### config.mk
export PLATFORM = sky130hd
export DESIGN_NAME = grr_lane
export DESIGN_NICKNAME = d
export VERILOG_FILES = /design/src/rtl/grr_pkg.sv /design/src/rtl/grr_lane.sv
export SDC_FILE = /design/constraint.sdc
export NUM_CORES = 1
export LEC_CHECK = 0
export BUFFER_PORTS_ARGS = -buffer_cell sky130_fd_sc_hd__buf_2
export CAP_MARGIN = 40
export CORE_MARGIN = 3
export CORE_UTILIZATION = 49
export CTS_CLUSTER_SIZE = 8
export DETAILED_ROUTE_END_ITERATION = 10
export GPL_TIMING_DRIVEN = 0
export MAX_ROUTING_LAYER = met4
export PLACE_DENSITY = 0.66
export RECOVER_POWER = 25
export SLEW_MARGIN = 25
export SYNTH_ARGS = -nofsm -noshare
export SYNTH_HDL_FRONTEND = slang
export SYNTH_SLANG_ARGS = --single-unit
### constraint.sdc
create_clock -name i_clk -period 13.4 [get_ports i_clk]
set_clock_uncertainty 0.05 [all_clocks]
set_input_delay 1.34 -clock i_clk [delete_from_list [all_inputs] [get_ports i_clk]]
set_output_delay 1.34 -clock i_clk [all_outputs]
set_load 0.1 [all_outputs]
### src/rtl/grr_pkg.sv
`timescale 1ns / 1ps
// Shared types, widths, codes and the divider step for the gamma ramp resampler.
// No dependencies; every rtl module imports this package.
package grr_pkg;

    // Field widths fixed by the interface
    localparam int unsigned LVL_W   = 16;   // one channel level
    localparam int unsigned NODE_W  = 10;   // node address field of a load
    localparam int unsigned IDX_W   = 12;   // output_index field
    localparam int unsigned SCNT_W  = 11;   // source_node_count register
    localparam int unsigned TCNT_W  = 13;   // target_node_count register
    localparam int unsigned STAT_W  = 2;
    localparam int unsigned LANES   = 3;    // red, green, blue
    localparam int unsigned DATA_W  = 32;   // APB data
    localparam int unsigned ADDR_W  = 3;    // two registers at 0 and 4

    // Parameter defaults and the width used to compare against them
    localparam int unsigned DEF_RAMP_NODES   = 1024;
    localparam int unsigned DEF_TARGET_NODES = 4096;
    localparam int unsigned PAR_W            = 17;

    // Divider widths: the divisor is T-1, below 2**TCNT_W
    localparam int unsigned DEN_W      = TCNT_W;
    localparam int unsigned NUM_W      = 2 * IDX_W;         // i*(S-1), quotient fits IDX_W
    localparam int unsigned PROD_W     = DEN_W + LVL_W;     // weighted node sum
    localparam int unsigned IDX_ITER   = IDX_W / 2;         // two quotient bits a cycle
    localparam int unsigned LVL_ITER   = LVL_W / 2;
    localparam int unsigned IDX_CNT_W  = $clog2(IDX_ITER);
    localparam int unsigned LVL_CNT_W  = $clog2(LVL_ITER);

    // Operation codes
    localparam logic OP_LOAD  = 1'b0;
    localparam logic OP_QUERY = 1'b1;

    // Status codes
    localparam logic [STAT_W-1:0] STAT_OK    = 2'd0;
    localparam logic [STAT_W-1:0] STAT_FEW   = 2'd1;
    localparam logic [STAT_W-1:0] STAT_RANGE = 2'd2;

    // Register select (paddr bit 2)
    localparam logic REG_SRC = 1'b0;
    localparam logic REG_TGT = 1'b1;

    typedef logic [LANES-1:0][LVL_W-1:0] t_levels;   // [0] red, [1] green, [2] blue

    // Blend weights handed to every lane
    typedef struct packed {
        logic [DEN_W-1:0] den;
        logic [DEN_W-1:0] near;   // T-1-r
        logic [DEN_W-1:0] far;    // r
    } t_weight;

    typedef struct packed {
        logic [LVL_W-1:0]  red;
        logic [LVL_W-1:0]  green;
        logic [LVL_W-1:0]  blue;
        logic [STAT_W-1:0] status;
    } t_result;

    // One restoring division step: returns {quotient bit, new remainder}.
    // The incoming remainder is below den, so the new one is too.
    function automatic logic [DEN_W:0] div_step(input logic [DEN_W-1:0] rem,
                                                input logic bit_in,
                                                input logic [DEN_W-1:0] den);
        logic [DEN_W:0] trial;
        logic [DEN_W:0] diff;
        trial = {rem, bit_in};
        diff  = trial - {1'b0, den};
        if (trial >= {1'b0, den}) begin
            return {1'b1, diff[DEN_W-1:0]};
        end
        return {1'b0, trial[DEN_W-1:0]};
    endfunction

endpackage

### src/rtl/grr_lane.sv
`timescale 1ns / 1ps
// One channel lane: weights two nodes and divides the sum by T-1, two bits a cycle.
// Depends on grr_pkg.
module grr_lane
    import grr_pkg::*;
(
    input  logic             i_clk,
    input  logic             i_rst_n,
    input  logic             i_start,
    input  t_weight          i_wt,
    input  logic [LVL_W-1:0] i_near,
    input  logic [LVL_W-1:0] i_far,
    output logic             o_done,
    output logic [LVL_W-1:0] o_level
);

    typedef enum logic [1:0] {L_IDLE, L_SUM, L_ITER} t_lstate;

    t_lstate              r_state;
    logic [LVL_CNT_W-1:0] r_cnt;
    logic                 r_done;
    logic [PROD_W-1:0]    r_prod_near;
    logic [PROD_W-1:0]    r_prod_far;
    logic [DEN_W-1:0]     r_den;
    logic [DEN_W-1:0]     r_rem;
    logic [LVL_W-1:0]     r_low;
    logic [PROD_W-1:0]    n_sum;
    logic [DEN_W:0]       n_step1;
    logic [DEN_W:0]       n_step2;

    // The weighted sum is at most (T-1)*65535, so it fits PROD_W bits
    always_comb begin
        n_sum   = r_prod_near + r_prod_far;
        n_step1 = div_step(r_rem, r_low[LVL_W-1], r_den);
        n_step2 = div_step(n_step1[DEN_W-1:0], r_low[LVL_W-2], r_den);
    end

    // Multiply, add and load, then iterate; the quotient stays below 2**LVL_W
    always_ff @(posedge i_clk) begin
        if (!i_rst_n) begin
            r_state <= L_IDLE;
            r_done  <= 1'b0;
            r_cnt   <= '0;
        end else begin
            r_done <= 1'b0;
            case (r_state)
                L_IDLE: begin
                    if (i_start) begin
                        r_prod_near <= PROD_W'(i_wt.near) * PROD_W'(i_near);
                        r_prod_far  <= PROD_W'(i_wt.far) * PROD_W'(i_far);
                        r_den       <= i_wt.den;
                        r_state     <= L_SUM;
                    end
                end
                L_SUM: begin
                    r_rem   <= DEN_W'(n_sum[PROD_W-1:LVL_W]);
                    r_low   <= n_sum[LVL_W-1:0];
                    r_cnt   <= '0;
                    r_state <= L_ITER;
                end
                L_ITER: begin
                    r_rem <= n_step2[DEN_W-1:0];
                    r_low <= {r_low[LVL_W-3:0], n_step1[DEN_W], n_step2[DEN_W]};
                    r_cnt <= r_cnt + 1'b1;
                    if (r_cnt == LVL_CNT_W'(LVL_ITER - 1)) begin
                        r_done  <= 1'b1;
                        r_state <= L_IDLE;
                    end
                end
                default: r_state <= L_IDLE;
            endcase
        end
    end

    assign o_done  = r_done;
    assign o_level = r_low;

endmodule

==> metrics.txt <==
status complete, but fails checks; failing checks capacitance limit, slew limit; required time of the critical path 13.45 ns; total number of vias 15,240; Reg-to-Reg End r_rem[10]$_DFFE_PP_; vias per cell 5.402; DRT iter0 DRCs 1,009; hold depth 2; Buffers & Inverters on Critical Path 5; Max-cap violations 1; Final Hold Vio Count 0; crit start category input port; RSZ-0062 raised after global routing no; n_diodes 0; Root Buffer clkbuf_16; Filler cells 3,700; final instance area 21,390 sq um; H-tree depth 3; Initial Util 49.85%; power density over the cells 241.4 nW/um^2; Setup Crit Path Kind in2reg; Worst R2R Path Depth 22; maximum clock frequency roughly 140 MHz; CP peak stage delay 0.57 ns; fin util 53.47%; crit-path max FO 10; Lkg Pwr 10.52 nW; CTS Buf Count 9; # DRC 0; Synth Area in Compound Gates 9.688%; Synth Area in Adders 44.21%; Hold Path Class reg2reg; Clk pin slew, worst setup/hold paths 0.08 ns; CTS Buffer Depth 2; CP max-delay cell fa_1; Worst Hold End r_cnt[2]$_SDFFE_PN0N_; xor-xnor portion of the synthesized cell area 3.206%; crit share post-route 54.32%; post-synthesis mux area share under 10%; Post-synth EDFFs 100; Worst Tran Pin Value 2.045 ns; Die Ht 207.7 um; gr usage total 23.20%; DR WL/cell 16.90 um; CTS tree yes; GPL Wtd Cong 0.9186; Hold Crit Start r_cnt[2]$_SDFFE_PN0N_; largest net degree at the start of global routing 50; Slew headroom -36.39%; crit-path cells buf_2 > clkbuf_1 > nand2_1 > fa_1 > inv_1 > fa_1 > fa_1 > fa_1 > inv_1 > fa_1 > inv_1 > ha_1 > or3_1 > a211oi_1 > o21ai_1 > a221oi_1 > a21oi_1 > a211o_1 > a21oi_1 > xnor2_1; share of layout cells above drive strength 1 between 5 and 6%; first-pass GRT wire length slightly below 80,000 um; Mean Syn Cell Area 9.110 sq um; CP top delay family adder cells; Worst R2R Setup Slack around 7.7 ns; Die W just over 200 um; post-CTS setup buffers 0; placement row count 73; Arr. time, crit path 7.33 ns; synthesized area about 20,000 sq um; top-count cell post-synth inv_1; Post-synth top flop edfxtp_1; Final #Nets between 2,000 and 3,000; antenna-violating nets left 0; sequential share of the synthesized area 15.66%; placed inst area roughly 21,000 sq um; fin. max-slew vios 30; synth warn 0; final wirelength 47,680 um; CTS Sinks 106; Cell variety after synth 66; number of global-route vias before repair 15,900; most frequent CP cell fa_1; CTS Hold Buffers Added 0; Core ar. 40,010 sq um; Tmin final 7.279 ns; Worst Setup End Kind flip-flop; largest family of logic cells by synthesized area adder cells; setup_tns 0 ns; simple-gate share of the synthesized area 16.02%; port bufs 90; most frequent cells after synthesis inv_1 (459), fa_1 (311), nand2_1 (275), and2_1 (207), ha_1 (207); GRT overflow 0; share of the synthesized area in the top cell type 31.22%; FF+latch count, synth 106; Syn-to-layout area delta 7.260%; leading area contributor after synthesis fa_1; clock latency on the worst-skew pair 0.36 ns; asr flop ratio synth 0%; Syn Inst Count 2,189; setup violators final 0; Area contributors post-synth fa_1 (31%), edfxtp_1 (15%), ha_1 (13%); die area 43,150 sq um; Post-DP HPWL 40,160 um; DR pass1 iterations 5; syn nets 2,781; io pins 91; Max VDD drop approximately 220 uV; Reg2Reg Launch Point o_level[15]$_DFFE_PP_; cts repair resizes 0; initial antenna violation count 0
-- sequential cells by signal, indices dropped and copies added, names as in the netlist --
register,count
r_rem,13
r_state,2
r_cnt,3
o_done,1
r_prod_near,29
r_prod_far,29
o_level,16
r_den,13
-- area by class of cell --
cell class / instances / area, sq um / share of cell area, %
buffer: 73 / 296.5 / 1.386
clock inverter: 6 / 65.06 / 0.3042
clock buffer: 10 / 250.2 / 1.170
inverter: 459 / 1723 / 8.055
timing repair buffer: 91 / 475.5 / 2.223
multi-input combinational: 1551 / 14800 / 69.19
tap: 525 / 656.9 / 3.071
sequential: 106 / 3123 / 14.60
-- how the worst max path moves through the flow --
stage	from	to	slack, ns	cells after the start
after floorplan	i_near[9]	r_prod_near[25]$_DFFE_PP_	6.77	20
after global placement	i_wt[16]	r_prod_near[25]$_DFFE_PP_	5.84	21
after detailed placement	i_wt[16]	r_prod_near[25]$_DFFE_PP_	5.83	21
after CTS	i_wt[16]	r_prod_near[25]$_DFFE_PP_	6.20	21
after global routing	i_wt[17]	r_prod_near[25]$_DFFE_PP_	5.71	20
final	i_wt[17]	r_prod_near[25]$_DFFE_PP_	6.12	20
-- metal layers --
| layer | global-route usage, % | vias up | part of all wire (%) |
|---|---|---|---|
| li1 | - | 7126 | - |
| met1 | 31.34 | 7619 | 44 |
| met2 | 38.16 | 416 | 48 |
| met3 | 2.327 | 77 | 5.2 |
| met4 | 5.603 | 0 | 2.5 |
| met5 | - | - | 0 |
-- cell families (layout without fill, tap and decap cells) --
group / count (synthesis) / in the layout
DFF: 106 / 106
and+or+nand+nor: 648 / 648
adders and majority gates: 518 / 518
buffers and inverters: 532 / 639
xor gates and xnor gates: 73 / 73
muxes: 21 / 21
AOI/OAI and AO/OA: 291 / 291
-- through the flow --
step           std cells  power, mW  worst slack (ns)  hold WS [ns]
4_1_cts             2821      5.170             6.197        0.4402
3_3_place_gp        2804      4.789             5.843        0.4190
6_report            2821      5.164             6.121        0.4398
5_1_grt             2821      5.771             5.715        0.4610
3_5_place_dp        2805      4.865             5.828        0.4283
2_1_floorplan       2189      3.942             6.772        0.4076
-- cells in the final DEF (no fill, tap or decap), types with 49 or more instances in the layout --
master and count:
nor2_1 60, edfxtp_1 100, inv_1 459, ha_1 207, buf_2 88, a21oi_1 71, nand2_1 275, clkbuf_1 71
fa_1 311, o21ai_0 49, and2_1 205
-- tightest hold or removal path: stages (launching register included) --
cell and delay, ns:
dfxtp_1 0.32, nand2b_1 0.06, a21boi_0 0.06
-- report_power, final --
| part | switching [mW] | internal (mW) |
|---|---|---|
| clock | 0.134 | 0.143 |
| sequential | 0.0547 | 0.675 |
| combinational | 2.42 | 1.74 |
| total | 2.61 | 2.56 |
No activity file was read; power rests on OpenSTA's default activity.
