==> config.mk <==
export PLATFORM = sky130hd
export DESIGN_NAME = grr_merge
export DESIGN_NICKNAME = d
export VERILOG_FILES = /design/src/rtl/grr_pkg.sv /design/src/rtl/grr_merge.sv
export SDC_FILE = /design/constraint.sdc
export NUM_CORES = 1
export LEC_CHECK = 0
export ABC_AREA = 1
export BUFFER_PORTS_ARGS = -buffer_cell sky130_fd_sc_hd__buf_2
export CAP_MARGIN = 20
export CELL_PAD_IN_SITES_DETAIL_PLACEMENT = 0
export CELL_PAD_IN_SITES_GLOBAL_PLACEMENT = 1
export CORE_UTILIZATION = 31
export CTS_BUF_LIST = sky130_fd_sc_hd__clkbuf_16
export DETAILED_ROUTE_END_ITERATION = 8
export PLACE_DENSITY_LB_ADDON = 0.1
export SLEW_MARGIN = 0
export SYNTH_ARGS = -nofsm -noshare
export SYNTH_HDL_FRONTEND = slang
export SYNTH_SLANG_ARGS = --single-unit
==> constraint.sdc <==
create_clock -name i_clk -period 0.8 [get_ports i_clk]
set_input_delay 0.16 -clock i_clk [delete_from_list [all_inputs] [get_ports i_clk]]
set_output_delay 0.16 -clock i_clk [all_outputs]
set_load 0.03 [all_outputs]
==> src/rtl/grr_pkg.sv <==
`timescale 1ns / 1ps
// Shared types, widths, codes and the divider step for the gamma ramp resampler.
// No dependencies; every rtl module imports this package.
package grr_pkg;

    // Field widths fixed by the interface
    localparam int unsigned LVL_W   = 16;   // one channel level
    localparam int unsigned NODE_W  = 10;   // node address field of a load
    localparam int unsigned IDX_W   = 12;   // output_index field
    localparam int unsigned SCNT_W  = 11;   // source_node_count register
    localparam int unsigned TCNT_W  = 13;   // target_node_count register
    localparam int unsigned STAT_W  = 2;
    localparam int unsigned LANES   = 3;    // red, green, blue
    localparam int unsigned DATA_W  = 32;   // APB data
    localparam int unsigned ADDR_W  = 3;    // two registers at 0 and 4

    // Parameter defaults and the width used to compare against them
    localparam int unsigned DEF_RAMP_NODES   = 1024;
    localparam int unsigned DEF_TARGET_NODES = 4096;
    localparam int unsigned PAR_W            = 17;

    // Divider widths: the divisor is T-1, below 2**TCNT_W
    localparam int unsigned DEN_W      = TCNT_W;
    localparam int unsigned NUM_W      = 2 * IDX_W;         // i*(S-1), quotient fits IDX_W
    localparam int unsigned PROD_W     = DEN_W + LVL_W;     // weighted node sum
    localparam int unsigned IDX_ITER   = IDX_W / 2;         // two quotient bits a cycle
    localparam int unsigned LVL_ITER   = LVL_W / 2;
    localparam int unsigned IDX_CNT_W  = $clog2(IDX_ITER);
    localparam int unsigned LVL_CNT_W  = $clog2(LVL_ITER);

    // Operation codes
    localparam logic OP_LOAD  = 1'b0;
    localparam logic OP_QUERY = 1'b1;

    // Status codes
    localparam logic [STAT_W-1:0] STAT_OK    = 2'd0;
    localparam logic [STAT_W-1:0] STAT_FEW   = 2'd1;
    localparam logic [STAT_W-1:0] STAT_RANGE = 2'd2;

    // Register select (paddr bit 2)
    localparam logic REG_SRC = 1'b0;
    localparam logic REG_TGT = 1'b1;

    typedef logic [LANES-1:0][LVL_W-1:0] t_levels;   // [0] red, [1] green, [2] blue

    // Blend weights handed to every lane
    typedef struct packed {
        logic [DEN_W-1:0] den;
        logic [DEN_W-1:0] near;   // T-1-r
        logic [DEN_W-1:0] far;    // r
    } t_weight;

    typedef struct packed {
        logic [LVL_W-1:0]  red;
        logic [LVL_W-1:0]  green;
        logic [LVL_W-1:0]  blue;
        logic [STAT_W-1:0] status;
    } t_result;

    // One restoring division step: returns {quotient bit, new remainder}.
    // The incoming remainder is below den, so the new one is too.
    function automatic logic [DEN_W:0] div_step(input logic [DEN_W-1:0] rem,
                                                input logic bit_in,
                                                input logic [DEN_W-1:0] den);
        logic [DEN_W:0] trial;
        logic [DEN_W:0] diff;
        trial = {rem, bit_in};
        diff  = trial - {1'b0, den};
        if (trial >= {1'b0, den}) begin
            return {1'b1, diff[DEN_W-1:0]};
        end
        return {1'b0, trial[DEN_W-1:0]};
    endfunction

endpackage

==> src/rtl/grr_merge.sv <==
`timescale 1ns / 1ps
// Merge stage: gathers the lane levels and status into the output register.
// Depends on grr_pkg.
module grr_merge
    import grr_pkg::*;
(
    input  logic              i_clk,
    input  logic              i_rst_n,
    input  logic              i_push,
    input  t_levels           i_levels,
    input  logic [STAT_W-1:0] i_status,
    input  logic              i_out_stall,
    output logic              o_can_push,
    output logic              o_out_valid,
    output t_result           o_result
);

    logic    r_valid;
    t_result r_result;
    t_result n_result;

    // Zero the levels on any error status
    always_comb begin
        n_result.status = i_status;
        if (i_status == STAT_OK) begin
            n_result.red   = i_levels[0];
            n_result.green = i_levels[1];
            n_result.blue  = i_levels[2];
        end else begin
            n_result.red   = '0;
            n_result.green = '0;
            n_result.blue  = '0;
        end
    end

    assign o_can_push = !r_valid || !i_out_stall;

    // Hold the result until the downstream transfer
    always_ff @(posedge i_clk) begin
        if (!i_rst_n) begin
            r_valid <= 1'b0;
        end else if (i_push) begin
            r_valid <= 1'b1;
        end else if (!i_out_stall) begin
            r_valid <= 1'b0;
        end
    end

    always_ff @(posedge i_clk) begin
        if (i_push) begin
            r_result <= n_result;
        end
    end

    assign o_out_valid = r_valid;
    assign o_result    = r_result;

    // A push never overwrites a result that is still waiting
    a_no_overwrite: assert property (@(posedge i_clk) disable iff (!i_rst_n)
        i_push |-> (!r_valid || !i_out_stall))
        else $error("merge: push while output held");

endmodule

==> metrics, run 1 <==
Max clock buf depth=2; final number of max-transition violations=0; mux share of post-synthesis cell area=0%; reg2reg setup slack=0.08 ns; vias per cell=3.98; Total Power=6.47 mW; crit path capture=o_result[33]; GP Congestion=0.658; worst hold path type=input port to register; post-place instance area=0.00284 mm^2; combinational power share=19.7%; PD cells=1950 mW/mm^2; TritonRoute pass-1 iters=8; first-pass GRT wire length=6280 um; vias in the first global route=1348; largest family of logic cells by synthesized area=simple AND/OR/NAND/NOR gates; switching share of power=25.2%; WL/cell=11.2 um; Final #Nets=329; crit end category=output port; FP Rows=29; drt total wl=3940 um; Buf+Inv Stages, Crit Path=1; stages on the worst setup path=1; Pint=4.84 mW; GRT Total Usage=11.6%; core area=0.00649 mm^2; crit-path leading delay family=flip-flops; final core occ=51.0%; relative slew slack=89.0%; DRC viols=8; critical path cell sequence=buf_6; RSZ-0062 raised after global routing=true; clock sinks=51; post-synth cell types=11; DR vias=1405; Hold Crit Start=i_rst_n; Worst path max stage delay=0.40 ns; Initial Utilization=32.7%; Antenna diodes=0; total gr overflow=0; period utilisation layout=124%; H-tree Lvls=2; max cap viols=0; initial DRC count=57; final setup margin=-0.195 ns; Mapped Avg Cell Area=13.4 um^2; CP required=0.64 ns; Filler Cells Inserted=605; Finished Cell Area=0.00331 mm^2; Die W=84.8 um; Worst-Skew Late Latency=0.28 ns; setup violators final=52; NetSw=1.63 mW; maximum vdd drop=0.000869 V; initial antenna violation count=0; WS Path Type=register to output port; Ys Warns=0; synthesis-to-layout area growth=56.0%; part of the Yosys area used for sequential elements=71.7%; clock tree root driver cell=clkbuf_16; Mapped Cells=159; CP arrival=0.83 ns; die height=84.8 um; # hold bufs at CTS=0; fmax=1010 MHz; crit path max fanout=1; clock slew at reported path FFs=0.06 ns; Synth Area in Compound Gates=0.236%; DP HPWL=2930 um; Reg power frac=50.0%; Critical R2R Launch=o_out_valid; CTS tree=yes; DP Worst Slack=-0.207 ns; Post-Synthesis Cell Area=0.00212 mm^2; Clock Power Share=30.3%; XOR/XNOR share of the synthesized area=0%; FF-to-FF path depth=3; Die ar.=0.00718 mm^2; share of cells above drive strength 1=52.2%; worst slew pin tran=0.166 ns; Worst Setup SP=o_result[33]; IO Count=106; Final Hold Fails=0; Port Buffer Count=105; final worst path period need=0.995 ns; failing checks=DRC, setup timing; Pleak=1.55 nW; largest net degree at the start of global routing=30; CTS Buf Count=5; Post-Synth Simple-Gate Area=16.0%; outcome=finished, violations left; synthesized net count=213; Antenna Nets Post-Route=0; Seq cells post-synth=51; adder-cell share of the synthesized area=0%; CP max stage cell=edfxtp_1; R2R Path End=o_out_valid; crit start category=register; Clock Skews=0 ns
[stage by stage]
stage / hold WS [ns] / TNS [ns] / std cells
2_1_floorplan: 0.259 / -0.372 / 159
3_3_place_gp: 0.369 / -9.18 / 344
3_5_place_dp: 0.374 / -9.66 / 344
4_1_cts: 0.0692 / -9.45 / 352
5_1_grt: 0.0941 / -10.52 / 353
6_report: 0.0769 / -8.91 / 353
[synthesized netlist by cell type]
master,number,area [um^2]
buf_6,1,11.3
buf_12,2,40.0
edfxtp_1,50,1500
nor2_4,20,225
inv_1,52,195
nor2_1,28,105
a21oi_1,1,5.00
nand2_1,1,3.75
dfxtp_1,1,20.0
nand2_2,1,6.26
buf_2,2,10.0
[metal layers]
layer	vias up	part of all wire (%)	track usage (%)
met5	-	0	0
met4	0	0.68	3.70
met3	2	9.5	5.21
met2	65	49	18.6
met1	631	41	13.9
li1	707	-	-
[timing repair]
item	CTS	global route
endpoints found under the hold margin	0	0
endpoints found under the setup margin	52	52
setup buffers	0	1
pin swaps	0	1
resized for setup	104	0
[power by group through the flow]
stage	clock (mW)	sequential, mW	combinational, mW
2_1_floorplan	0	3.65	0.234
3_3_place_gp	0	3.24	1.07
3_5_place_dp	0	3.24	1.07
4_1_cts	2.02	3.24	1.29
5_1_grt	2.15	3.25	1.35
6_report	1.96	3.23	1.28
[sequential cells by signal, summed over array words and instances (netlist names)]
name and cells:
o_result 50, o_out_valid 1
[layout make-up]
class / count / area [um^2] / area share [%]
clock buffers: 5 / 125 / 3.78
clock inverters: 3 / 11.3 / 0.340
well taps: 77 / 96.3 / 2.91
flip-flops and latches: 51 / 1520 / 46.0
multi-input cells: 51 / 353 / 10.7
repair buffers: 114 / 993 / 30.0
inverters: 52 / 210 / 6.35
[cell families (layout without fill, tap and decap cells)]
kind of cell,count (synthesis),after routing
buffers and inverters,57,174
AND/OR/NAND/NOR,50,50
AO/OA/AOI/OAI,1,1
flip-flops,51,51
[how the worst min path moves through the flow]
stage | endpoint | depth (start not counted) | slack, ns
after floorplan | o_result[0] | 0 | 0.26
after global placement | o_out_valid | 3 | 0.37
after detailed placement | o_out_valid | 3 | 0.37
after CTS | o_out_valid | 3 | 0.07
after global routing | o_out_valid | 3 | 0.09
final | o_out_valid | 3 | 0.08
[cells in the final DEF (no fill, tap or decap)]
master,instances
buf_2,53
buf_6,52
nor2_1,28
nand2_2,1
inv_12,1
nor2_4,20
buf_4,3
nand2_4,1
clkbuf_16,5
clkinv_1,2
a21oi_1,1
inv_4,1
buf_12,6
dfxtp_2,1
edfxtp_1,50
inv_1,51
Power figures use the tool's default switching activity.
==> run 2: changes to the inputs <==
--- a/config.mk
+++ b/config.mk
@@ -5,13 +5,13 @@
 export SDC_FILE = /design/constraint.sdc
 export NUM_CORES = 1
 export LEC_CHECK = 0
-export ABC_AREA = 1
 export BUFFER_PORTS_ARGS = -buffer_cell sky130_fd_sc_hd__buf_2
 export CAP_MARGIN = 20
 export CELL_PAD_IN_SITES_DETAIL_PLACEMENT = 0
 export CELL_PAD_IN_SITES_GLOBAL_PLACEMENT = 1
 export CORE_UTILIZATION = 31
 export CTS_BUF_LIST = sky130_fd_sc_hd__clkbuf_16
+export CTS_CLUSTER_DIAMETER = 120
 export DETAILED_ROUTE_END_ITERATION = 8
 export PLACE_DENSITY_LB_ADDON = 0.1
 export SLEW_MARGIN = 0
==> run 2 against run 1 <==
The run ends with setup timing left. Maximum frequency is 0.27% lower. Global-route usage is 0.65 points higher. Cell count is 16% lower. Critical path depth stayed put. Worst setup slack worse by 0.0027 ns. Utilization is 0.17 points lower. Count of clock-buffer cells in the layout stayed put. Clock power hardly changed. Wire length is 4.3% lower. Die area is 9.6% lower. Critical path type unchanged.
==> metrics, run 2 <==
vias per cell=4.09; Top FF cell, synth=edfxtp_1; largest net degree at the start of global routing=27; post-place instance area=0.00257 mm^2; Clock Skews=0 ns; Ys Warns=0; clock sinks=51; Max clock buf depth=2; switching share of power=24.0%; GRT Total Usage=12.2%; H-tree Lvls=2; commonest non-fill, non-tap cell in the layout=buf_2; Total Power=6.30 mW; post-synth top area cell=edfxtp_1; Initial Utilization=32.2%; Worst path max stage delay=0.40 ns; Seq cells post-synth=51; PD cells=2080 mW/mm^2; WS Path Type=register to output port; top cells by area, synth=edfxtp_1, and2_1, and2_2, buf_8, dfxtp_1; CTS tree=yes; crit-path leading delay family=flip-flops; CP max stage cell=edfxtp_1; Worst-Skew Late Latency=0.28 ns; final number of max-transition violations=0; Antenna diodes=0; worst hold path type=input port to register; RSZ-0062 raised after global routing=true; final worst path period need=0.998 ns; Die ar.=0.00650 mm^2; crit start category=register; Synth top area share=78.4%; DRC viols=0; Reg power frac=51.3%; most frequent cells in the layout=buf_2, buf_6, edfxtp_1; vias in the first global route=1220; crit end category=output port; DR vias=1206; GP Congestion=0.627; top-count cell post-synth=edfxtp_1; max cap viols=0; Buf+Inv Stages, Crit Path=1; Post-Synthesis Cell Area=0.00192 mm^2; IO Count=106; Cell Count, Final, Fillers Out=295; Die W=80.6 um; total gr overflow=0; failing checks=setup timing; setup violators final=52; WL/cell=12.8 um; DP Worst Slack=-0.129 ns; Mapped Avg Cell Area=17.7 um^2; clock tree root driver cell=clkbuf_16; Antenna Nets Post-Route=0; synthesized net count=162; # hold bufs at CTS=0; TritonRoute pass-1 iters=4; die height=80.6 um; combinational power share=17.7%; initial DRC count=30; CP arrival=0.84 ns; CP required=0.64 ns; first-pass GRT wire length=5710 um; core area=0.00596 mm^2; FFs w/ async S/R, synth=0%; synthesis-to-layout area growth=58.0%; critical path cell sequence=buf_6; Clock Power Share=31.0%; drt total wl=3770 um; Finished Cell Area=0.00303 mm^2; final setup margin=-0.198 ns; Cells after DPL=288; most frequent cells after synthesis=edfxtp_1, and2_1, and2_2; crit path max fanout=1; fmax=1000 MHz; number of synthesized flops with an enable pin=50; max reg flops=50; outcome=finished, violations left; NetSw=1.51 mW; CTS Buf Count=5; Final #Nets=274; Port Buffer Count=105; final core occ=50.8%; part of the Yosys area used for sequential elements=79.4%; Pint=4.79 mW; relative slew slack=90.0%; initial antenna violation count=0; post-synth cell types=11; maximum vdd drop=0.00101 V; Mapped Cells=108; worst slew pin tran=0.149 ns; Final Hold Fails=0; FP Rows=28; clock slew at reported path FFs=0.06 ns; Pleak=1.27 nW; period utilisation layout=125%; share of cells above drive strength 1=61.8%
-- run 2: cell count changes in the layout (fill, tap and decap cells not counted), moves of 3 or more --
cell / previous run / this run
nor2_1: 28 / 0
nor2_4: 20 / 1
and2_1: 0 / 31
inv_1: 51 / 0
buf_12: 6 / 3
and2_2: 0 / 17
-- run 2: repair_timing --
| item | CTS | global route |
|---|---|---|
| buffers inserted | 0 | 0 |
| gates resized for setup | 104 | 0 |
| endpoints found under the setup margin | 52 | 52 |
-- run 2: final timing paths --
check	startpoint	slack, ns	to	cells after the start
hold reg to reg	o_out_valid	0.56	o_out_valid	2
setup / recovery	o_result[27]	-0.20	o_result[27]	1
setup reg to reg	o_out_valid	0.16	o_out_valid	2
hold / removal	i_rst_n	0.09	o_out_valid	2
-- run 2: cell type report --
cell class	instances	area (um^2)
multi-input combinational	52	350
fill	551	2930
tap	75	93.8
timing repair buffer	110	926
clock inverter	2	8.76
sequential	51	1520
clock buffer	5	125
-- run 2: power by group through the flow --
stage | Clock, mW | Sequential (mW) | Combinational (mW)
2_1_floorplan | 0 | 3.65 | 0.119
3_3_place_gp | 0 | 3.23 | 0.900
3_5_place_dp | 0 | 3.24 | 0.914
4_1_cts | 2.02 | 3.24 | 1.13
5_1_grt | 2.12 | 3.25 | 1.18
6_report | 1.95 | 3.23 | 1.12
-- run 2: kinds of logic after synthesis --
group,synth area share [%]
flops,79.4
simple gates,17.6
buf+inv,2.68
compound gates,0.261
-- run 2: metal layers --
layer	global-route usage [%]	up-vias	part of all wire (%)
li1	-	595	-
met1	13.0	552	38
met2	21.2	57	53
met3	5.23	2	8.4
met4	4.82	0	0.66
met5	0	-	0
-- run 2: metrics by stage --
step / hold slack (ns) / setup TNS, ns
4_1_cts: 0.0841 / -9.50
5_1_grt: 0.0943 / -10.62
3_5_place_dp: 0.380 / -5.03
3_3_place_gp: 0.376 / -4.13
6_report: 0.0940 / -8.92
2_1_floorplan: 0.259 / -0.390
==> run 3: changes to the inputs <==
--- a/config.mk
+++ b/config.mk
@@ -9,11 +9,13 @@
 export CAP_MARGIN = 20
 export CELL_PAD_IN_SITES_DETAIL_PLACEMENT = 0
 export CELL_PAD_IN_SITES_GLOBAL_PLACEMENT = 1
+export CORE_ASPECT_RATIO = 0.8
 export CORE_UTILIZATION = 31
 export CTS_BUF_LIST = sky130_fd_sc_hd__clkbuf_16
 export CTS_CLUSTER_DIAMETER = 120
 export DETAILED_ROUTE_END_ITERATION = 8
 export PLACE_DENSITY_LB_ADDON = 0.1
+export REMOVE_ABC_BUFFERS = 1
 export SLEW_MARGIN = 0
 export SYNTH_ARGS = -nofsm -noshare
 export SYNTH_HDL_FRONTEND = slang
==> run 3 against run 2 <==
The run still ends with setup timing left. Clock skew is the same. Final area fell by 0.45%. Non-clock buffer count fell by 1. Hold slack got worse by 0.014 ns. Critical path type unchanged. Critical endpoint is now o_result[38].
==> metrics, run 3 (synthesized netlist as in run 2, its figures left out) <==
outcome=finished, violations left; failing checks=setup timing; Die W=89.9 um; switching share of power=24.0%; Final #Nets=273; relative slew slack=89.6%; clock tree root driver cell=clkbuf_16; clock sinks=51; GP Congestion=0.701; TritonRoute pass-1 iters=4; final number of max-transition violations=0; H-tree Lvls=2; Max clock buf depth=2; commonest non-fill, non-tap cell in the layout=buf_2; Pleak=1.27 nW; Worst-Skew Late Latency=0.28 ns; CTS Buf Count=5; Antenna diodes=0; final core occ=50.7%; Post-CTS Setup Bufs=0; Total Power=6.30 mW; period utilisation layout=126%; WL/cell=12.5 um; PD cells=2090 mW/mm^2; initial antenna violation count=0; total gr overflow=0; worst slew pin tran=0.155 ns; fmax=991 MHz; Clock Power Share=31.2%; CP max stage cell=edfxtp_1; Worst path max stage delay=0.41 ns; most frequent cells in the layout=buf_2, buf_6, edfxtp_1; Cells after DPL=293; DR vias=1239; crit start category=register; die height=72.3 um; Port Buffer Count=105; Critical R2R Launch=o_out_valid; Die ar.=0.00650 mm^2; first-pass GRT wire length=5760 um; combinational power share=17.5%; CP required=0.64 ns; IO Count=106; final worst path period need=1.01 ns; Hold Crit Start=i_status[0]; crit path max fanout=1; maximum vdd drop=0.000905 V; RSZ-0062 raised after global routing=true; FP Rows=25; crit-path leading delay family=flip-flops; Buf+Inv Stages, Crit Path=1; vias per cell=4.12; Antenna Nets Post-Route=0; max cap viols=0; largest net degree at the start of global routing=49; core area=0.00594 mm^2; vias in the first global route=1229; synthesis-to-layout area growth=57.3%; NetSw=1.52 mW; final setup margin=-0.209 ns; worst hold path type=input port to register; Final Hold Fails=0; CTS tree=yes; setup violators final=52; WS Path Type=register to output port; CP arrival=0.85 ns; Cell Count, Final, Fillers Out=301; Pint=4.79 mW; clock slew at reported path FFs=0.06 ns; DRC viols=0; share of cells above drive strength 1=61.4%; GRT Total Usage=11.9%; Filler Cells Inserted=527; Reg power frac=51.3%; Clock Skews=0 ns; DP Worst Slack=-0.149 ns; crit end category=output port; initial DRC count=42; max reg flops=50; Initial Utilization=32.2%; DP HPWL=2660 um; critical path cell sequence=buf_6; drt total wl=3750 um; Worst Setup SP=o_result[38]
==> run 3: per-stage QoR <==
step	hold slack (ns)	TNS, ns	area, um^2
5_1_grt	0.0720	-10.60	3010
4_1_cts	0.0708	-9.60	3010
3_3_place_gp	0.365	-6.39	2550
3_5_place_dp	0.366	-8.09	2550
2_1_floorplan	0.259	-15.46	1860
6_report	0.0797	-9.01	3010
==> run 3: area by class of cell <==
type	count	area, um^2	share of cell area, %
sequential	51	1520	50.5
timing repair buffer	109	906	30.1
multi-input combinational	52	345	11.5
clock buffer	5	125	4.15
tap	81	101	3.36
clock inverter	3	12.5	0.415
==> run 3: what timing repair did <==
| item | in CTS | in global routing |
|---|---|---|
| resized for setup | 106 | 0 |
| endpoints found under the setup margin | 52 | 52 |
| hold buffers | 0 | 0 |
==> run 3: final timing paths <==
path	to	slack, ns	depth (start not counted)
max	o_result[38]	-0.21	1
min	o_result[0]	0.08	1
max reg2reg	o_out_valid	0.19	2
min reg2reg	o_out_valid	0.54	2
==> run 3: worst register-to-register path, cell delays in order (launching register included) <==
cell	delay, ns
dfxtp_2	0.34
a21oi_1	0.12
nor2b_1	0.05
==> run 3: layer usage <==
| metal | track usage [%] | up-vias | routed length (um) |
|---|---|---|---|
| met4 | 5.38 | 0 | 36 |
| met3 | 5.77 | 4 | 408 |
| met1 | 12.6 | 577 | 1380 |
| met5 | 0 | - | 0 |
| li1 | - | 594 | - |
| met2 | 20.4 | 64 | 1920 |
==> run 3: power groups by stage <==
stage / Combinational, mW / Clock, mW / Sequential [mW]
CTS: 1.11 / 2.04 / 3.24
global route: 1.16 / 2.15 / 3.25
detailed placement: 0.894 / 0 / 3.24
global placement: 0.883 / 0 / 3.23
finish: 1.10 / 1.97 / 3.23
floorplan: 0.0918 / 0 / 3.65
