--- src/rtl/grr_pkg.sv ---
`timescale 1ns / 1ps
// Shared types, widths, codes and the divider step for the gamma ramp resampler.
// No dependencies; every rtl module imports this package.
package grr_pkg;

    // Field widths fixed by the interface
    localparam int unsigned LVL_W   = 16;   // one channel level
    localparam int unsigned NODE_W  = 10;   // node address field of a load
    localparam int unsigned IDX_W   = 12;   // output_index field
    localparam int unsigned SCNT_W  = 11;   // source_node_count register
    localparam int unsigned TCNT_W  = 13;   // target_node_count register
    localparam int unsigned STAT_W  = 2;
    localparam int unsigned LANES   = 3;    // red, green, blue
    localparam int unsigned DATA_W  = 32;   // APB data
    localparam int unsigned ADDR_W  = 3;    // two registers at 0 and 4

    // Parameter defaults and the width used to compare against them
    localparam int unsigned DEF_RAMP_NODES   = 1024;
    localparam int unsigned DEF_TARGET_NODES = 4096;
    localparam int unsigned PAR_W            = 17;

    // Divider widths: the divisor is T-1, below 2**TCNT_W
    localparam int unsigned DEN_W      = TCNT_W;
    localparam int unsigned NUM_W      = 2 * IDX_W;         // i*(S-1), quotient fits IDX_W
    localparam int unsigned PROD_W     = DEN_W + LVL_W;     // weighted node sum
    localparam int unsigned IDX_ITER   = IDX_W / 2;         // two quotient bits a cycle
    localparam int unsigned LVL_ITER   = LVL_W / 2;
    localparam int unsigned IDX_CNT_W  = $clog2(IDX_ITER);
    localparam int unsigned LVL_CNT_W  = $clog2(LVL_ITER);

    // Operation codes
    localparam logic OP_LOAD  = 1'b0;
    localparam logic OP_QUERY = 1'b1;

    // Status codes
    localparam logic [STAT_W-1:0] STAT_OK    = 2'd0;
    localparam logic [STAT_W-1:0] STAT_FEW   = 2'd1;
    localparam logic [STAT_W-1:0] STAT_RANGE = 2'd2;

    // Register select (paddr bit 2)
    localparam logic REG_SRC = 1'b0;
    localparam logic REG_TGT = 1'b1;

    typedef logic [LANES-1:0][LVL_W-1:0] t_levels;   // [0] red, [1] green, [2] blue

    // Blend weights handed to every lane
    typedef struct packed {
        logic [DEN_W-1:0] den;
        logic [DEN_W-1:0] near;   // T-1-r
        logic [DEN_W-1:0] far;    // r
    } t_weight;

    typedef struct packed {
        logic [LVL_W-1:0]  red;
        logic [LVL_W-1:0]  green;
        logic [LVL_W-1:0]  blue;
        logic [STAT_W-1:0] status;
    } t_result;

    // One restoring division step: returns {quotient bit, new remainder}.
    // The incoming remainder is below den, so the new one is too.
    function automatic logic [DEN_W:0] div_step(input logic [DEN_W-1:0] rem,
                                                input logic bit_in,
                                                input logic [DEN_W-1:0] den);
        logic [DEN_W:0] trial;
        logic [DEN_W:0] diff;
        trial = {rem, bit_in};
        diff  = trial - {1'b0, den};
        if (trial >= {1'b0, den}) begin
            return {1'b1, diff[DEN_W-1:0]};
        end
        return {1'b0, trial[DEN_W-1:0]};
    endfunction

endpackage

--- src/rtl/grr_idx_div.sv ---
`timescale 1ns / 1ps
// Index divider: forms i*(S-1) and divides it by T-1, two quotient bits a cycle.
// Depends on grr_pkg.
module grr_idx_div
    import grr_pkg::*;
(
    input  logic              i_clk,
    input  logic              i_rst_n,
    input  logic              i_start,
    input  logic [IDX_W-1:0]  i_index,
    input  logic [SCNT_W-1:0] i_span,
    input  logic [DEN_W-1:0]  i_den,
    output logic              o_done,
    output logic [IDX_W-1:0]  o_quot,
    output logic [DEN_W-1:0]  o_rem
);

    typedef enum logic [1:0] {D_IDLE, D_INIT, D_ITER} t_dstate;

    t_dstate              r_state;
    logic [IDX_CNT_W-1:0] r_cnt;
    logic                 r_done;
    logic [NUM_W-1:0]     r_num;
    logic [DEN_W-1:0]     r_den;
    logic [DEN_W-1:0]     r_rem;
    logic [IDX_W-1:0]     r_low;   // dividend bits in, quotient bits out
    logic [DEN_W:0]       n_step1;
    logic [DEN_W:0]       n_step2;

    // Two chained restoring steps
    always_comb begin
        n_step1 = div_step(r_rem, r_low[IDX_W-1], r_den);
        n_step2 = div_step(n_step1[DEN_W-1:0], r_low[IDX_W-2], r_den);
    end

    // Multiply, load the partial remainder, then iterate
    always_ff @(posedge i_clk) begin
        if (!i_rst_n) begin
            r_state <= D_IDLE;
            r_done  <= 1'b0;
            r_cnt   <= '0;
        end else begin
            r_done <= 1'b0;
            case (r_state)
                D_IDLE: begin
                    if (i_start) begin
                        r_num   <= NUM_W'(i_index) * NUM_W'(i_span);
                        r_den   <= i_den;
                        r_state <= D_INIT;
                    end
                end
                D_INIT: begin
                    r_rem   <= DEN_W'(r_num[NUM_W-1:IDX_W]);
                    r_low   <= r_num[IDX_W-1:0];
                    r_cnt   <= '0;
                    r_state <= D_ITER;
                end
                D_ITER: begin
                    r_rem <= n_step2[DEN_W-1:0];
                    r_low <= {r_low[IDX_W-3:0], n_step1[DEN_W], n_step2[DEN_W]};
                    r_cnt <= r_cnt + 1'b1;
                    if (r_cnt == IDX_CNT_W'(IDX_ITER - 1)) begin
                        r_done  <= 1'b1;
                        r_state <= D_IDLE;
                    end
                end
                default: r_state <= D_IDLE;
            endcase
        end
    end

    assign o_done = r_done;
    assign o_quot = r_low;
    assign o_rem  = r_rem;

endmodule

--- config.mk ---
export PLATFORM = sky130hd
export DESIGN_NAME = grr_idx_div
export DESIGN_NICKNAME = d
export VERILOG_FILES = /design/src/rtl/grr_pkg.sv /design/src/rtl/grr_idx_div.sv
export SDC_FILE = /design/constraint.sdc
export NUM_CORES = 1
export LEC_CHECK = 0
export ABC_AREA = 1
export BUFFER_PORTS_ARGS = -buffer_cell sky130_fd_sc_hd__buf_4
export CORE_MARGIN = 4
export CORE_UTILIZATION = 30
export CTS_CLUSTER_DIAMETER = 120
export CTS_CLUSTER_SIZE = 20
export DETAILED_ROUTE_END_ITERATION = 10
export PLACE_DENSITY_LB_ADDON = 0.2
export RECOVER_POWER = 100
export SKIP_LAST_GASP = 1
export SYNTH_ARGS = -nofsm -noshare
export SYNTH_HDL_FRONTEND = slang
export SYNTH_SLANG_ARGS = --single-unit
--- constraint.sdc ---
create_clock -name i_clk -period 9.8 [get_ports i_clk]
set_input_delay 1.96 -clock i_clk [delete_from_list [all_inputs] [get_ports i_clk]]
set_output_delay 1.96 -clock i_clk [all_outputs]
set_load 0.01 [all_outputs]
==> metrics.md, run 1 <==
| Metric | Value |
|---|---|
| Status | finished with violations |
| Failing checks | capacitance limit, slew limit |
| Starting DRT DRC Count | 255 |
| Wire per inst | 13.96 µm |
| Net Count, Synth | 1,339 |
| Clock insertion delay at the later pin of the skew report | 0.35 ns |
| Reg2Reg Depth | 25 |
| Fmax | 0.1502 GHz |
| Clock root cell | clkbuf_16 |
| Worst Hold Class | reg -> reg |
| Hold-critical path depth | 2 |
| NumNets Final | 1,381 |
| Via count | 6,812 |
| Asr flop ratio synth | 0% |
| Chip width | 178.5 µm |
| Seq cells post-synth | 67 |
| Slew Viols, Final | 37 |
| Syn avg cell area | 7.806 µm² |
| Clk_skew | 0.01007 ns |
| Fraction of synthesized cell area in xor and xnor cells | 3.917% |
| GRT Total Usage | 13.81% |
| HPWL after detailed placement | 17.72 mm |
| Initial antenna violation count | 0 |
| Chip height | 178.5 µm |
| Cts repair resizes | 0 |
| H-tree depth | 3 |
| Worst Path Max Fanout | 12 |
| Num CTS Buffers | 9 |
| Register area share after synthesis | 22.38% |
| Slew headroom | -105.9% |
| # setup viols final | 0 |
| Largest family of logic cells by synthesized area | adder cells |
| DR vias/cell | 4.401 |
| Final Hold Vio Count | 0 |
| DR pass1 iterations | 5 |
| R2R Path Start | o_quot[11]$_DFFE_PP_ |
| Slew @ Worst Pin | 3.077 ns |
| Clock tree buffer depth | 2 |
| Setup TNS | 0 ns |
| Mapped Cells | 1,117 |
| Synth Area in Adders | 34.09% |
| Share of cells above drive strength 1 | 4.983% |
| Clock tree from TritonCTS | done |
| Distinct cells, synth | 36 |
| Complex-gate fraction of the synthesized area | 6.759% |
| Simple-gate share of the synthesized area | 19.16% |
| Biggest area consumer among synthesized cells | edfxtp_1 |
| Post-synth top area share | 21.01% |
| RSZ-0062 raised after global routing | false |
| Setup Fix Bufs, Post-CTS | 0 |
| Tmin final | 6.657 ns |
| Gpl congestion | 0.8822 |
| DRT Wirelength | 21.60 mm |
| Initial Utilization | 30.38% |
| Largest net degree at the start of global routing | 37 |
| DRC | 0 |
| Fill cell total of the finished layout | 3,114 |
| Final antenna-violating net count | 0 |
| GR Overflow Total | 0 |
| Die area | 31,860 µm² |
| Critical path class | in -> reg |
| IO Pins | 65 |
| Area Overhead vs Synth | 11.36% |
| Critical Path Sink Type | flop |
| Maximum VDD drop | 118.1 µV |
| Post-synth EDFFs | 61 |
| Startpoint types | primary input |
| WP data required | 9.89 ns |
| Yosys warning total | 0 |
| Num rows | 62 |
| Port buffer count | 64 |
| Top_reg_cell synth | edfxtp_1 |
| PwrDens | 329.2 nW/µm² |
| Max-cap violations | 1 |
| Core area | 28,700 µm² |
| CP Data Arrival Time | 6.75 ns |
| Crit path from | i_span[4] |
| Utilization after layout | 33.83% |
| Hold path startpoint | r_cnt[2]$_SDFFE_PN0N_ |
| Post-synthesis mux area share | 0% |
| P_leak | 5.278 nW |
| CTS Hold Bufs | 0 |
| N_diodes | 0 |
| Clock Sinks | 67 |
| Vias in the first global route | 6,962 |
| Synth top area cells | edfxtp_1 (21%), fa_1 (21%), nand2_1 (14%) |
| Syn Std Cell Area | 8720 µm² |
| Final period util | 67.93% |
| Clk slew on worst S/H paths | 0.06 ns |
| First-pass GRT wire length | 35.21 mm |
cells in the mapped netlist, types with 5 or more instances:
| library cell | count |
|---|---|
| o21ai_1 | 8 |
| a21o_1 | 5 |
| nor3_1 | 8 |
| a31oi_1 | 5 |
| xnor2_1 | 16 |
| a21oi_1 | 38 |
| inv_1 | 277 |
| nand2_1 | 316 |
| clkbuf_1 | 28 |
| fa_1 | 91 |
| edfxtp_1 | 61 |
| nand3_1 | 36 |
| ha_1 | 92 |
| nand4_1 | 8 |
| o21bai_1 | 7 |
| dfxtp_1 | 6 |
| nor2_1 | 31 |
| xor2_1 | 23 |
| o21ai_0 | 30 |
through the flow:
step	std cells	worst slack, ns	instance area, µm²	power, mW	hold WS [ns]
4_1_cts	1548	3.588	9851	3.283	0.4846
6_report	1548	3.143	9711	3.197	0.4856
3_3_place_gp	1532	3.232	9549	2.942	0.4764
5_1_grt	1548	2.816	9711	3.584	0.5241
3_5_place_dp	1532	3.222	9549	2.927	0.4741
2_1_floorplan	1117	3.441	8720	2.356	0.4504
metal layers:
layer	track usage [%]	part of all wire, %	vias up
li1	-	-	3476
met1	19.19	50	3247
met2	23.46	47	76
met3	1.017	2.4	13
met4	3.390	0.91	0
met5	0	0	-
report_power, final:
group	internal, mW	switching [mW]	total [mW]
clock	0.182	0.146	0.328
sequential	0.512	0.0504	0.563
combinational	0.847	1.46	2.31
total	1.54	1.66	3.20
area by class of cell:
class | count | area (µm²) | area share [%]
Timing Repair Buffer | 65 | 375.4 | 3.865
Tap cell | 384 | 480.5 | 4.948
Clock buffer | 9 | 225.2 | 2.319
Sequential cell | 67 | 1952 | 20.10
Multi-Input combinational cell | 737 | 5554 | 57.20
Inverter | 279 | 1047 | 10.78
Clock inverter | 7 | 76.32 | 0.7860
state kept, by name, summed over array words and instances (netlist names):
signal,cells
r_den,13
o_rem,13
r_state,2
o_done,1
r_num,23
o_quot,12
r_cnt,3
cell families after synthesis:
logic type,count (synthesis)
buffers and inverters,313
xor gates and xnor gates,39
DFF,67
AOI/OAI and AO/OA,103
and+or+nand+nor,412
adders and majority gates,183
cell usage in the layout (no fill, tap or decap), types with 9 or more instances in the layout:
cell and n:
clkbuf_4 13, edfxtp_1 61, xnor2_1 16, inv_1 277, ha_1 92, fa_1 91, nand2_1 317, clkbuf_16 9
buf_4 22, a21oi_1 38, o21ai_0 32, xor2_1 23, nor2_1 32, clkbuf_1 30, nand3_1 38
critical path, stage by stage:
cell      delay [ns]
clkbuf_1        0.43
nand2_1         0.16
fa_1            0.53
fa_1            0.51
inv_1           0.05
ha_1            0.31
fa_1            0.54
inv_1           0.05
fa_1            0.54
inv_1           0.06
ha_1            0.36
inv_1           0.05
o21ai_0         0.30
a21oi_1         0.13
o21ai_0         0.45
nand3_1         0.14
nand2_1         0.11
xor2_1          0.06
final timing paths:
path,to,slack [ns]
worst min-delay path,o_done$_SDFF_PN0_,0.49
worst max-delay path,r_num[18]$_DFFE_PP_,3.14
worst max register to register,o_rem[5]$_DFFE_PP_,4.05
worst min register to register,o_done$_SDFF_PN0_,0.49
Note: power is estimated with default switching activity, not from simulation.
==> run 2, diff against run 1 <==
--- a/config.mk
+++ b/config.mk
@@ -5,7 +5,7 @@
 export SDC_FILE = /design/constraint.sdc
 export NUM_CORES = 1
 export LEC_CHECK = 0
-export ABC_AREA = 1
+export ABC_AREA = 0
 export BUFFER_PORTS_ARGS = -buffer_cell sky130_fd_sc_hd__buf_4
 export CORE_MARGIN = 4
 export CORE_UTILIZATION = 30
==> constraint.sdc (replaced) <==
create_clock -name i_clk -period 6.3 [get_ports i_clk]
set_input_delay 1.26 -clock i_clk [delete_from_list [all_inputs] [get_ports i_clk]]
set_output_delay 1.26 -clock i_clk [all_outputs]
set_load 0.01 [all_outputs]
==> metrics.md, run 2 <==
| Metric | Value |
|---|---|
| WHS | 0.5277 ns |
| Cell depth of the worst setup path | 19 |
| Chip height | 173.6 µm |
| Max FFs per register | 23 |
| Tot Pwr | 3.700 mW |
| Wire per inst | 13.92 µm |
| Clock Sinks | 67 |
| GRT Total Usage | 12.44% |
| WP data required | 6.38 ns |
| Critical Path Sink | r_num[22]$_DFFE_PP_ |
| Via count | 5,909 |
| Register area share after synthesis | 23.73% |
| Clock insertion delay at the later pin of the skew report | 0.33 ns |
| CTS Hold Bufs | 0 |
| Chip width | 173.6 µm |
| Syn Std Cell Area | 8224 µm² |
| Vias in the first global route | 6,308 |
| Final Hold Vio Count | 0 |
| CP max stage cell | fa_1 |
| Place WS | -0.1409 ns |
| Met1 Resource Use GR | 17.85% |
| Clk_skew | 0.008496 ns |
| Startpoint types | primary input |
| Busiest grt layer | met2 |
| Top_reg_cell synth | edfxtp_1 |
| Port buffer count | 64 |
| DRT Wirelength | 18.25 mm |
| Setup Fix Bufs, Post-CTS | 0 |
| Crit-path most repeated cell | fa_1 |
| Biggest area consumer among synthesized cells | edfxtp_1 |
| Commonest non-fill, non-tap cells in the layout | inv_1 (148), ha_1 (92), fa_1 (91) |
| Worst path buffer plus inverter count | 5 |
| N_diodes | 0 |
| Die area | 30,130 µm² |
| Synth top area cells | edfxtp_1 (22%), fa_1 (22%), ha_1 (14%) |
| Post-synth top area share | 22.27% |
| Slew headroom | -14.85% |
| Largest Register | r_num |
| Met2 Track Usage GR | 20.41% |
| Cts repair resizes | 0 |
| GR Overflow Total | 0 |
| Status | finished with violations |
| Max-cap violations | 2 |
| Critical path class | in -> reg |
| Clock tree from TritonCTS | done |
| IO Pins | 65 |
| Worst Hold Class | reg -> reg |
| Fmax | 0.1665 GHz |
| # setup viols final | 0 |
| Count leader, synth | inv_1 |
| CP cell instances | buf_4 -> and2_1 -> fa_1 -> fa_1 -> fa_1 -> fa_1 -> inv_1 -> fa_1 -> inv_1 -> ha_1 -> buf_4 -> a21oi_1 -> o21ai_0 -> o41a_1 -> o41ai_2 -> buf_4 -> o2111ai_1 -> a21oi_1 -> xnor2_1 |
| Clock tree buffer depth | 2 |
| Reg2reg end | o_rem[0]$_DFFE_PP_ |
| Crit path from | i_span[10] |
| Seq cells post-synth | 67 |
| DRC | 0 |
| RSZ-0062 raised after global routing | false |
| Core area | 26,950 µm² |
| Num CTS Buffers | 9 |
| Asr flop ratio synth | 0% |
| Setup TNS | 0 ns |
| Maximum VDD drop | 183.4 µV |
| Commonest non-fill, non-tap cell in the layout | inv_1 |
| First-pass GRT wire length | 31.55 mm |
| Mapped Cells | 861 |
| Setup WS post-layout | 0.2949 ns |
| Worst Path Max Fanout | 5 |
| Final antenna-violating net count | 0 |
| Max stage delay on crit path | 0.55 ns |
| Largest net degree at the start of global routing | 37 |
| Utilization after layout | 35.79% |
| CP top delay family | adder cells |
| NumNets Final | 1,187 |
| Slew @ Worst Pin | 1.723 ns |
| Final period util | 95.32% |
| Share of cells above drive strength 1 | 13.81% |
| DR vias/cell | 4.507 |
| Initial Utilization | 30.52% |
| Clock root cell | clkbuf_16 |
| Post-synth EDFFs | 61 |
| Tmin final | 6.005 ns |
| Gpl congestion | 0.8064 |
| Met3 Use GR | 1.330% |
| DR pass1 iterations | 5 |
| Failing checks | capacitance limit, slew limit |
| R2R Path Start | o_quot[11]$_DFFE_PP_ |
| PwrDens | 383.6 nW/µm² |
| Clk slew on worst S/H paths | 0.06 ns |
| CP Data Arrival Time | 6.09 ns |
| Syn avg cell area | 9.552 µm² |
| R2r setup slk | 0.61 ns |
| Top cells by count, synth | inv_1 (148), ha_1 (92), fa_1 (91), nand2_1 (87), and2_1 (71) |
| P_leak | 4.478 nW |
| Reg2Reg Depth | 18 |
| Area Overhead vs Synth | 17.30% |
| Yosys warning total | 0 |
| H-tree depth | 3 |
| HPWL after detailed placement | 15.49 mm |
| Distinct cells, synth | 56 |
| Num rows | 60 |
| Starting DRT DRC Count | 279 |
| Critical Path Sink Type | flop |
| Initial antenna violation count | 0 |
| Net Count, Synth | 1,083 |
| Slew Viols, Final | 73 |
## run 2: cell types whose count changed after synthesis, moves of 7 or more
cell,before,now
nor2_1,31,47
xor2_1,23,8
nand3_1,36,9
mux2i_1,0,13
nor2b_1,0,7
nand2_1,316,87
inv_1,277,148
o21ai_1,8,0
and2_1,2,71
xnor2_1,16,30
mux2_2,0,16
## run 2: cells by family (layout without fill, tap and decap cells)
kind of cell | count (synthesis) | after routing | share of synthesized area, %
buffers and inverters | 182 | 291 | 8.641
and+or+nand+nor | 249 | 249 | 14.67
DFF | 67 | 67 | 23.73
xor gates and xnor gates | 38 | 38 | 4.047
muxes | 29 | 29 | 3.773
adders and majority gates | 183 | 183 | 36.15
AOI/OAI and AO/OA | 113 | 113 | 8.992
## run 2: how the worst min path moves through the flow
stage / from / endpoint / depth (start not counted)
3_3_place_gp: r_cnt[2]$_SDFFE_PN0N_ / o_done$_SDFF_PN0_ / 1
2_1_floorplan: r_cnt[2]$_SDFFE_PN0N_ / o_done$_SDFF_PN0_ / 1
6_report: r_cnt[2]$_SDFFE_PN0N_ / o_done$_SDFF_PN0_ / 1
5_1_grt: r_cnt[2]$_SDFFE_PN0N_ / o_done$_SDFF_PN0_ / 1
4_1_cts: r_cnt[2]$_SDFFE_PN0N_ / o_done$_SDFF_PN0_ / 1
3_5_place_dp: r_cnt[2]$_SDFFE_PN0N_ / o_done$_SDFF_PN0_ / 1
## run 2: power breakdown
group / switching (mW) / internal [mW] / leakage (nW)
Combinational: 1.27 / 1.19 / 3.71
Sequential: 0.0299 / 0.680 / 0.614
Clock: 0.214 / 0.314 / 0.150
Total: 1.52 / 2.18 / 4.48
## run 2: routing by layer
metal,vias up,routed length (µm)
met5,-,0
met4,0,200
met3,16,513
met2,97,8227
met1,2783,9311
li1,3013,-
## run 2: through the flow
step / area, µm² / instances
finish: 9647 / 1311
CTS: 9783 / 1311
global route: 9647 / 1311
global placement: 9475 / 1295
detailed placement: 9475 / 1295
floorplan: 8324 / 861
## run 2: final cells by class
cell class	instances	area, µm²
inverters	149	559.3
well taps	341	426.7
multi-input cells	612	5570
flip-flops and latches	67	1952
clock buffers	9	225.2
clock inverters	7	82.58
repair buffers	126	830.8
fillers	2811	17300
==> run 3, diff against run 2 <==
--- a/config.mk
+++ b/config.mk
@@ -8,7 +8,7 @@
 export ABC_AREA = 0
 export BUFFER_PORTS_ARGS = -buffer_cell sky130_fd_sc_hd__buf_4
 export CORE_MARGIN = 4
-export CORE_UTILIZATION = 30
+export CORE_UTILIZATION = 25
 export CTS_CLUSTER_DIAMETER = 120
 export CTS_CLUSTER_SIZE = 20
 export DETAILED_ROUTE_END_ITERATION = 10
==> metrics.md, run 3 (same netlist as run 2, synthesis figures left out) <==
| Metric | Value |
|---|---|
| CP max stage cell | fa_1 |
| Fmax | 0.1665 GHz |
| RSZ-0062 raised after global routing | false |
| Clock tree from TritonCTS | done |
| PwrDens | 374.6 nW/µm² |
| Finished Cell Area | 9767 µm² |
| Clk_skew | 0.006727 ns |
| Num CTS Buffers | 9 |
| Reg2reg end | o_rem[0]$_DFFE_PP_ |
| GR Overflow Total | 0 |
| Share of cells above drive strength 1 | 13.90% |
| Place WS | -0.1702 ns |
| Placed instance area | 9622 µm² |
| Gpl congestion | 0.7928 |
| Fill cell total of the finished layout | 3,479 |
| DRT Wirelength | 19.40 mm |
| Final antenna-violating net count | 0 |
| Setup WS post-layout | 0.2929 ns |
| Setup Fix Bufs, Post-CTS | 0 |
| Commonest non-fill, non-tap cells in the layout | inv_1 (148), ha_1 (92), fa_1 (91) |
| Largest net degree at the start of global routing | 37 |
| Reg2Reg Depth | 18 |
| DRC | 0 |
| Chip height | 189.4 µm |
| Max FFs per register | 23 |
| Slew @ Worst Pin | 1.791 ns |
| R2r setup slk | 0.62 ns |
| Worst Path Max Fanout | 5 |
| Failing checks | capacitance limit, slew limit |
| Critical Path Sink | r_num[22]$_DFFE_PP_ |
| Initial antenna violation count | 0 |
| Setup TNS | 0 ns |
| Critical path class | in -> reg |
| Clock root cell | clkbuf_16 |
| # setup viols final | 0 |
| Worst Hold Class | reg -> reg |
| Clk slew on worst S/H paths | 0.06 ns |
| Die area | 35,860 µm² |
| HPWL after detailed placement | 16.40 mm |
| Port buffer count | 64 |
| Vias in the first global route | 6,214 |
| Crit-path most repeated cell | fa_1 |
| Chip width | 189.4 µm |
| Initial Utilization | 25.34% |
| Final period util | 95.35% |
| Core area | 32,450 µm² |
| Slew Viols, Final | 99 |
| Via count | 5,942 |
| WP data required | 6.38 ns |
| R2R Path Start | o_quot[11]$_DFFE_PP_ |
| Max-cap violations | 3 |
| P_leak | 4.474 nW |
| Tmin final | 6.007 ns |
| Starting DRT DRC Count | 265 |
| First-pass GRT wire length | 32.58 mm |
| Commonest non-fill, non-tap cell in the layout | inv_1 |
| Status | finished with violations |
| Startpoint types | primary input |
| CP Data Arrival Time | 6.09 ns |
| Critical Path Sink Type | flop |
| Clock tree buffer depth | 2 |
| Clock Sinks | 67 |
| Maximum VDD drop | 248.7 µV |
| Largest Register | r_num |
| IO Pins | 65 |
| Slew headroom | -19.42% |
| Final Hold Vio Count | 0 |
| Max stage delay on crit path | 0.56 ns |
| Wire per inst | 13.73 µm |
| Cts repair resizes | 0 |
| Area Overhead vs Synth | 18.76% |
| H-tree depth | 3 |
| GRT Total Usage | 11.01% |
| Num rows | 66 |
| Final non-filler cell total | 1,413 |
| DR pass1 iterations | 4 |
| NumNets Final | 1,188 |
| WHS | 0.5453 ns |
| CP cell instances | buf_4 -> and2_0 -> fa_1 -> fa_1 -> fa_1 -> fa_1 -> inv_1 -> fa_1 -> inv_1 -> ha_1 -> buf_4 -> a21oi_1 -> o21ai_0 -> o41a_1 -> o41ai_2 -> buf_4 -> o2111ai_1 -> a21oi_1 -> xnor2_1 |
| DR vias/cell | 4.205 |
| Placed cells | 1,397 |
| Clock insertion delay at the later pin of the skew report | 0.33 ns |
| N_diodes | 0 |
| Crit path from | i_span[10] |
==> run 3: worst min path at each step <==
| stage | from | end | slack (ns) | depth (start not counted) |
|---|---|---|---|---|
| after CTS | r_cnt[2]$_SDFFE_PN0N_ | o_done$_SDFF_PN0_ | 0.55 | 1 |
| after global routing | r_num[4]$_DFFE_PP_ | o_quot[4]$_DFFE_PP_ | 0.58 | 1 |
| after global placement | r_cnt[2]$_SDFFE_PN0N_ | o_done$_SDFF_PN0_ | 0.52 | 1 |
| final | r_cnt[2]$_SDFFE_PN0N_ | o_done$_SDFF_PN0_ | 0.55 | 1 |
| after floorplan | r_cnt[2]$_SDFFE_PN0N_ | o_done$_SDFF_PN0_ | 0.49 | 1 |
| after detailed placement | r_cnt[2]$_SDFFE_PN0N_ | o_done$_SDFF_PN0_ | 0.53 | 1 |
==> run 3: stage by stage <==
stage	utilization, %	total power, mW
2_1_floorplan	-	2.564
3_3_place_gp	29.65	3.258
3_5_place_dp	29.65	3.255
4_1_cts	30.50	3.763
5_1_grt	30.09	4.100
6_report	30.09	3.658
==> run 3: critical path, delay by kind of cell <==
| family | cells | cell delay, ns |
|---|---|---|
| AO/OA/AOI/OAI | 6 | 1.14 |
| XOR/XNOR | 1 | 0.07 |
| adder cells (fa/ha/maj) | 6 | 2.89 |
| buffers and inverters | 5 | 0.55 |
| AND/OR/NAND/NOR | 1 | 0.17 |
==> run 3: where the power goes <==
part	switching (mW)	internal (mW)	total (mW)	leakage, nW
sequential	0.0316	0.681	0.713	0.614
clock	0.207	0.269	0.476	0.136
combinational	1.28	1.19	2.47	3.72
total	1.52	2.14	3.66	4.47
==> run 3: final cells by class <==
cell class | count | area (µm²) | share of cell area [%]
timing repair buffer | 127 | 847.1 | 8.673
sequential | 67 | 1952 | 19.98
tap | 442 | 553.0 | 5.662
inverter | 149 | 559.3 | 5.726
multi-input combinational | 612 | 5578 | 57.11
clock buffer | 9 | 225.2 | 2.306
clock inverter | 7 | 52.55 | 0.5380
==> run 3: routing by layer <==
layer | up-vias | share of wire [%] | global-route usage [%]
li1 | 3010 | - | -
met1 | 2849 | 51 | 16.03
met2 | 73 | 45 | 17.83
met3 | 10 | 2.6 | 1.235
met4 | 0 | 0.90 | 2.087
met5 | - | 0 | 0
==> run 3: repair_timing <==
item                       in CTS  in global routing
setup endpoints to repair       0                  1
hold buffers                    0                  0
hold endpoints to repair        0                  0
